`src/hw/rtl/ppubg_pkg.sv`:
```
// Shared types and constants for the picture unit register port and background pixel unit.
// Used by the controller, the datapath, the top level and the checker; depends on nothing.
package ppubg_pkg;

    localparam int MEM_ADDR_BITS = 14;

    localparam logic [15:0] PATTERN_BASE = 16'h1000;
    localparam logic [15:0] NAME_BASE    = 16'h2000;
    localparam logic [15:0] ATTR_BASE    = 16'h23C0;
    localparam logic [15:0] PALETTE_BASE = 16'h3F00;
    localparam logic [15:0] ROW_STEP     = 16'd32;
    localparam logic [15:0] COL_STEP     = 16'd1;

    localparam logic [1:0] OP_REG_WRITE = 2'd0;
    localparam logic [1:0] OP_REG_READ  = 2'd1;
    localparam logic [1:0] OP_RENDER    = 2'd2;

    localparam logic [2:0] REG_CONTROL = 3'd0;
    localparam logic [2:0] REG_STATUS  = 3'd2;
    localparam logic [2:0] REG_ADDRESS = 3'd6;
    localparam logic [2:0] REG_DATA    = 3'd7;

    // Status bits 6 and 5 survive a status read.
    localparam logic [7:0] STATUS_KEEP_MASK = 8'h60;

    typedef struct packed {
        logic [1:0] opcode;
        logic [2:0] reg_index;
        logic [7:0] write_data;
        logic [7:0] pixel_x;
        logic [7:0] pixel_y;
    } t_in_word;

    typedef struct packed {
        logic [7:0] read_data;
        logic [7:0] color_byte;
    } t_out_word;

    typedef enum logic [2:0] {
        ADDR_NAME,
        ADDR_ATTR,
        ADDR_PLANE0,
        ADDR_PLANE1,
        ADDR_PALETTE
    } t_addr_sel;

    typedef enum logic [2:0] {
        S_IDLE,
        S_REG,
        S_NAME,
        S_ATTR,
        S_PLANE0,
        S_PLANE1,
        S_PALETTE,
        S_PIXEL
    } t_state;

    typedef struct packed {
        logic      load_item;
        logic      mem_rd;
        t_addr_sel addr_sel;
        logic      latch_tile;
        logic      latch_attr;
        logic      latch_plane0;
        logic      reg_done;
        logic      pix_done;
    } t_dp_cmd;

    typedef struct packed {
        logic in_is_render;
        logic out_free;
    } t_dp_status;

endpackage

```
`src/hw/rtl/ppubg_ctrl.sv`:
```
// Controller state machine: sequences register operations and the five dependent
// memory reads of a render. Depends on ppubg_pkg; drives ppubg_dp.
module ppubg_ctrl
    import ppubg_pkg::*;
(
    input  logic       i_clk,
    input  logic       i_rst_n,
    input  logic       i_in_valid,
    input  t_dp_status i_status,
    output logic       o_in_stall,
    output t_dp_cmd    o_cmd
);

    t_state r_state;
    t_state n_state;

    always_ff @(posedge i_clk) begin
        if (!i_rst_n) begin
            r_state <= S_IDLE;
        end else begin
            r_state <= n_state;
        end
    end

    always_comb begin
        n_state    = r_state;
        o_cmd      = '0;
        o_in_stall = 1'b1;
        unique case (r_state)
            S_IDLE: begin
                o_in_stall = 1'b0;
                if (i_in_valid) begin
                    o_cmd.load_item = 1'b1;
                    n_state = i_status.in_is_render ? S_NAME : S_REG;
                end
            end
            S_REG: begin
                if (i_status.out_free) begin
                    o_cmd.reg_done = 1'b1;
                    n_state = S_IDLE;
                end
            end
            S_NAME: begin
                o_cmd.mem_rd   = 1'b1;
                o_cmd.addr_sel = ADDR_NAME;
                n_state = S_ATTR;
            end
            S_ATTR: begin
                o_cmd.mem_rd     = 1'b1;
                o_cmd.addr_sel   = ADDR_ATTR;
                o_cmd.latch_tile = 1'b1;
                n_state = S_PLANE0;
            end
            S_PLANE0: begin
                o_cmd.mem_rd     = 1'b1;
                o_cmd.addr_sel   = ADDR_PLANE0;
                o_cmd.latch_attr = 1'b1;
                n_state = S_PLANE1;
            end
            S_PLANE1: begin
                o_cmd.mem_rd       = 1'b1;
                o_cmd.addr_sel     = ADDR_PLANE1;
                o_cmd.latch_plane0 = 1'b1;
                n_state = S_PALETTE;
            end
            S_PALETTE: begin
                o_cmd.mem_rd   = 1'b1;
                o_cmd.addr_sel = ADDR_PALETTE;
                n_state = S_PIXEL;
            end
            S_PIXEL: begin
                // The palette byte stays in the read register until the word is loaded.
                if (i_status.out_free) begin
                    o_cmd.pix_done = 1'b1;
                    n_state = S_IDLE;
                end
            end
            default: begin
                n_state = S_IDLE;
            end
        endcase
    end

endmodule

```
`config.mk`:
```
export PLATFORM = sky130hd
export DESIGN_NAME = ppubg_ctrl
export DESIGN_NICKNAME = d
export VERILOG_FILES = /design/src/hw/rtl/ppubg_pkg.sv /design/src/hw/rtl/ppubg_ctrl.sv
export SDC_FILE = /design/constraint.sdc
export NUM_CORES = 1
export LEC_CHECK = 0
export BUFFER_PORTS_ARGS = -buffer_cell sky130_fd_sc_hd__buf_2
export CELL_PAD_IN_SITES_DETAIL_PLACEMENT = 0
export CELL_PAD_IN_SITES_GLOBAL_PLACEMENT = 2
export CORE_UTILIZATION = 19
export CTS_CLUSTER_DIAMETER = 100
export DETAILED_ROUTE_END_ITERATION = 8
export PLACE_DENSITY_LB_ADDON = 0.1
export SETUP_SLACK_MARGIN = 0.5
export SLEW_MARGIN = 10
export SYNTH_ARGS = -nofsm -noshare
export SYNTH_HDL_FRONTEND = slang
export SYNTH_SLANG_ARGS = --single-unit
export TNS_END_PERCENT = 10
```
`constraint.sdc`:
```
create_clock -name i_clk -period 1 [get_ports i_clk]
set_input_delay 0.05 -clock i_clk [delete_from_list [all_inputs] [get_ports i_clk]]
set_output_delay 0.05 -clock i_clk [all_outputs]
set_load 0.03 [all_outputs]
```
==> results of run 1 <==
repair_timing:
item	4_1_cts	5_1_grt
pin swaps	3	0
gates resized for setup	20	9
setup endpoints to repair	14	14
metal layers:
metal  part of all wire [%]  global-route usage (%)  routed length (um)
met5                      0                       0                   0
met2                     50                    18.5                 395
met3                    5.0                    3.41                  40
met1                     45                    15.0                 361
met4                      0                    10.3                   0
power by group:
group	switching, W	internal, W	leakage [nW]
sequential	0.0000435	0.000147	0.0267
combinational	0.000269	0.000255	0.223
clock	0.0000614	0.000149	0.0150
total	0.000374	0.000552	0.265
final cells by class:
type                       instances  share of cell area (%)
clock buffer                       4                    4.67
inverter                           3                    3.33
multi-input combinational         30                    41.8
sequential                         3                    12.7
tap                               15                    3.33
timing repair buffer              23                    34.2
per-stage QoR:
| step | hold slack (ns) | setup TNS (ns) | cell area [um^2] | utilization [%] |
|---|---|---|---|---|
| global placement | 0.295 | -0.477 | 458 | 34.8 |
| detailed placement | 0.299 | -0.634 | 458 | 34.8 |
| global route | 0.0489 | -2.05 | 563 | 42.7 |
| finish | 0.0549 | -1.31 | 563 | 42.7 |
| floorplan | 0.183 | 0 | 322 | - |
| CTS | 0.0455 | -1.57 | 534 | 40.6 |
path summary, 6_finish.rpt:
kind / start / endpoint / slack (ns) / depth (start not counted)
worst max register to register: r_state[0]$_SDFFE_PN0P_ / r_state[1]$_SDFFE_PN0P_ / -0.02 / 4
worst max-delay path: r_state[1]$_SDFFE_PN0P_ / o_cmd[5] / -0.20 / 3
worst min register to register: r_state[2]$_SDFFE_PN0P_ / r_state[2]$_SDFFE_PN0P_ / 0.60 / 2
worst min-delay path: i_rst_n / r_state[0]$_SDFFE_PN0P_ / 0.05 / 2
placed cells by master (no fill, tap or decap), types with 2 or more instances in the layout:
cell,count
clkbuf_4,3
and2_4,2
nand2_2,2
o21ai_1,2
buf_2,6
buf_6,6
nor2_2,3
nand2b_1,2
dfxtp_4,3
nor3_2,2
a21oi_1,2
nor2_4,2
buf_4,10
cell families after synthesis:
group | synth area share, %
buf+inv | 12.8
compound gates | 25.2
flops | 22.0
simple gates | 39.9
==> impl_metrics.yaml, run 1 <==
status:
  status: "complete, but fails checks"
  violations: "setup timing"
synthesis:
  synth_top_area_share_pct: 22.0
  yosysUniqueCellTypes: 22
  synth-main-ff-cell: "dfxtp_1"
  yosys_register_bits: 3
  yosysWarningCount: 0
  synth_edf_count: 0
  yosysMostFrequentCell: "nor2_1"
  async_reset_ff_share_pct: 0
  syn_area_um2: 273
  synth_area_leader_cell: "dfxtp_1"
  synthCells: 39
  yosysSeqAreaShare_pct: 22.0
  syn_area_per_cell_um2: 6.99
  netlist_top_cells_area: "dfxtp_1 22%, nor2_1 8.3%, and2_1 6.9%"
  synth.top_cells.by_count: "6 x nor2_1, 3 x and2_1, 3 x dfxtp_1, 3 x nor3_1"
  synth_nets: 44
global_route:
  antenna_found_initial: 0
  grt.total_usage_pct: 12.7
  grt_overflow: 0
  grt_pass1_wl_um: 1280
  grt_pass1_vias: 309
  grt_max_degree: 12
critical_path:
  cp-start-kind: "register"
  path_buf_inv: 1
  crit_fanout: 7
  crit_path_end_kind: "output pin"
  worstPathRequired_ns: 0.95
  cp.arrival_ns: 1.15
  cp_cell_sequence: "and2b_4 > o21a_4 > buf_6"
  slowest_delay_ns: 0.39
  cpMaxStageDelayCell: "dfxtp_4"
  crit_family: "flip-flops"
  critPathKind: "reg -> out"
power_and_ir_drop:
  power.total_w: 0.000926
  ir_drop_mv: 0.714
  p_per_area_nw_per_um2: 1640
  p_leak_nw: 0.265
clock_network:
  clock-sinks: 3
  cts-root-buf: "clkbuf_4"
  max-clock-path-buffers: 2
  postCtsHoldBufs: 0
  clk_pin_slew_ns: 0.04
  postCtsSetupRepairBufs: 0
  cts_made_buffers: 3
  clk_latency_ns: 0.23
  cts_tree: "built"
  h-tree-depth: 1
drt:
  remaining_drc_errors: 0
  dr_total_vias: 339
  wire_per_inst_um: 10.2
  firstDrtPassIters: 2
  via_per_inst: 4.35
  drt_iter0_drc: 2
  wirelength_um: 796
  antenna_left: 0
sta:
  relSlewSlack_pct: 85.8
  setup_slack_ns: -0.198
  hold_viol: 0
  max_freq_ghz: 0.835
  setup_viol: 12
  fin_skew_ns: 0.00388
  min_period_ns: 1.20
  maxSlewViolCount: 0
  rsz0062_at_grt: "yes"
  min_period_over_period_pct: 120
  tightest_slew_ns: 0.213
placement:
  port_buffers: 15
  gp_congestion: 0.784
  dp_slack_ns: -0.103
  dpl.hpwl_um: 655
  dp_cells: 74
run:
  max-cap-violations: 0
finish:
  synthToLayoutAreaGrowth_pct: 106
  fin_nets: 69
  multi_input_area_um2: 235
  fillers: 145
  antenna_cells: 0
  regArea_um2: 71.3
  top_register: "r_state"
  drive_gt1_share_pct: 74.6
  largest_reg_flops: 3
  fin_cells: 78
  top_regs: "r_state x3"
floorplanning:
  num_io_pins: 16
  start_util_pct: 20.7
  die_area_um2: 1590
  die_w_um: 39.9
  die_y_um: 39.9
  rows: 13
  core_um2: 1320
hold_path:
  holdCritPathClass: "in -> reg"
No activity file was read; power rests on OpenSTA's default activity.
==> run 2, diff against run 1 <==
- CELL_PAD_IN_SITES_DETAIL_PLACEMENT: 0 -> 1
- CELL_PAD_IN_SITES_GLOBAL_PLACEMENT: 2 -> 1
- CORE_AREA: not set -> 2 2 39 41
- CORE_UTILIZATION: 19 -> not set
- DIE_AREA: not set -> 0 0 41 43
==> run 2 against run 1 <==
Net effect: the run still ends with setup timing left; sequential power increased by 3%; fmax decreased by 0.68%; non-clock buffer count decreased by 1; critical endpoint unchanged; flip-flop and latch count unchanged; largest power group unchanged; clock power increased by 6%; design area decreased by 3.3%; count of clock-buffer cells in the layout unchanged.
==> impl_metrics.yaml, run 2 (same netlist as run 1, synthesis figures left out) <==
critical_path:
  critPathKind: "reg -> out"
  cp-start-kind: "register"
  cp_cell_sequence: "and2b_4 > o21a_4 > buf_6"
  crit_path_end_kind: "output pin"
  cp.arrival_ns: 1.16
  r2r-end: "r_state[1]$_SDFFE_PN0P_"
  startpoint: "r_state[1]$_SDFFE_PN0P_"
  worstRegToRegCells: 4
  worstPathRequired_ns: 0.95
  endpoint: "o_cmd[5]"
  cpMaxStageDelayCell: "dfxtp_4"
  slowest_delay_ns: 0.38
  worstReg2RegStart: "r_state[1]$_SDFFE_PN0P_"
  regToRegSetupSlack_ns: 0.02
  crit_fanout: 6
power_and_ir_drop:
  p_per_area_nw_per_um2: 1690
  seq_power_share_pct: 21.3
  p_leak_nw: 0.260
  ir_drop_mv: 0.697
  p_sw_w: 0.000390
  pwr-share-comb_pct: 54.3
  p_int_w: 0.000529
  p_sw_share_pct: 42.5
  clockPowerShare_pct: 24.4
clock_network:
  clk_latency_ns: 0.24
  h-tree-depth: 1
  max-clock-path-buffers: 2
  clk_pin_slew_ns: 0.04
  cts_tree: "built"
  clock-sinks: 3
  postCtsHoldBufs: 0
  cts-root-buf: "clkbuf_4"
  cts_made_buffers: 3
sta:
  maxSlewViolCount: 0
  fin_skew_ns: 0.00921
  setup_slack_ns: -0.206
  min_period_ns: 1.21
  hold_viol: 0
  max_freq_ghz: 0.829
  min_period_over_period_pct: 121
  relSlewSlack_pct: 84.6
  rsz0062_at_grt: "yes"
  tightest_slew_ns: 0.230
  setup_viol: 11
global_route:
  grt_max_degree: 11
  grt_pass1_vias: 369
  grt_pass1_wl_um: 1590
  antenna_found_initial: 0
  grt.total_usage_pct: 13.6
  grt_overflow: 0
placement:
  dpl.hpwl_um: 709
  gp_congestion: 0.760
  port_buffers: 15
  dp_cells: 74
finish:
  top_register: "r_state"
  mostFrequentLayoutCells: "10 x buf_4, 6 x buf_2, 6 x buf_6"
  top_regs: "r_state x3"
  fin_nets: 68
  fillers: 167
  post-route-util_pct: 39.3
  final_common_cell: "buf_4"
  drive_gt1_share_pct: 75.8
  antenna_cells: 0
  largest_reg_flops: 3
  fin_cells: 78
  synthToLayoutAreaGrowth_pct: 99.5
status:
  violations: "setup timing"
  status: "complete, but fails checks"
drt:
  drt_iter0_drc: 2
  wirelength_um: 926
  antenna_left: 0
  firstDrtPassIters: 2
  via_per_inst: 4.51
  dr_total_vias: 352
  remaining_drc_errors: 0
  wire_per_inst_um: 11.9
floorplanning:
  die_area_um2: 1760
  die_w_um: 41
  core_um2: 1380
  start_util_pct: 19.7
  num_io_pins: 16
  die_y_um: 43
  rows: 14
hold_path:
  holdCritPathClass: "in -> reg"
run:
  max-cap-violations: 0
## run 2: cell count changes in the layout (fill, tap and decap cells not counted)
cell and delta:
nand2_4 +1, inv_2 +1, inv_8 -1, buf_12 -1, nand2_1 -1
## run 2: metal layers
metal	vias to the layer above	routed length [um]	share of wire, %	track usage [%]
met4	0	0	0	4.00
met3	0	69	7.5	7.85
met5	-	0	0	0
li1	176	-	-	-
met2	14	472	51	20.3
met1	162	385	42	16.0
## run 2: stage by stage
stage | hold slack [ns] | cell area [um^2] | worst slack, ns | power [W] | setup TNS, ns
6_report | 0.0507 | 544 | -0.206 | 0.000919 | -1.48
5_1_grt | 0.0649 | 544 | -0.239 | 0.000982 | -2.04
4_1_cts | 0.0470 | 537 | -0.217 | 0.000922 | -1.62
3_5_place_dp | 0.296 | 439 | -0.114 | 0.000612 | -0.623
3_3_place_gp | 0.295 | 439 | -0.0560 | 0.000606 | -0.333
2_1_floorplan | 0.183 | 322 | 0.00695 | 0.000494 | 0
## run 2: critical path, delay by kind of cell, from the launching register on
kind	cells	cell delay [ns]
AOI/OAI and AO/OA	1	0.19
buffers and inverters	1	0.13
DFF	1	0.38
and+or+nand+nor	1	0.21
## run 2: power by group through the flow
stage | Clock (W) | Combinational, W | Sequential (W)
final | 0.000224 | 0.000500 | 0.000196
after global routing | 0.000243 | 0.000538 | 0.000202
after CTS | 0.000234 | 0.000495 | 0.000193
after detailed placement | 0 | 0.000435 | 0.000177
after global placement | 0 | 0.000429 | 0.000178
after floorplan | 0 | 0.000346 | 0.000148
## run 2: layout make-up
class	instances	area [um^2]	share of cell area (%)
Clock buffer	4	26.3	4.83
Tap cell	16	20.0	3.68
Inverter	3	11.3	2.07
Timing Repair Buffer	22	173	31.7
Multi-Input combinational cell	30	243	44.6
Sequential cell	3	71.3	13.1
## run 2: how the worst min path moves through the flow
stage                  from  slack, ns  cells after the start                       to
floorplan           i_rst_n       0.18                      1  r_state[0]$_SDFFE_PN0P_
global placement    i_rst_n       0.29                      2  r_state[0]$_SDFFE_PN0P_
detailed placement  i_rst_n       0.30                      2  r_state[0]$_SDFFE_PN0P_
CTS                 i_rst_n       0.05                      2  r_state[0]$_SDFFE_PN0P_
global route        i_rst_n       0.06                      2  r_state[0]$_SDFFE_PN0P_
finish              i_rst_n       0.05                      2  r_state[0]$_SDFFE_PN0P_
## run 2: what timing repair did
item                       in CTS  in global routing
setup endpoints to repair      14                 14
pin swaps                       4                  0
gates resized for setup        26                  2
buffers inserted                0                  0
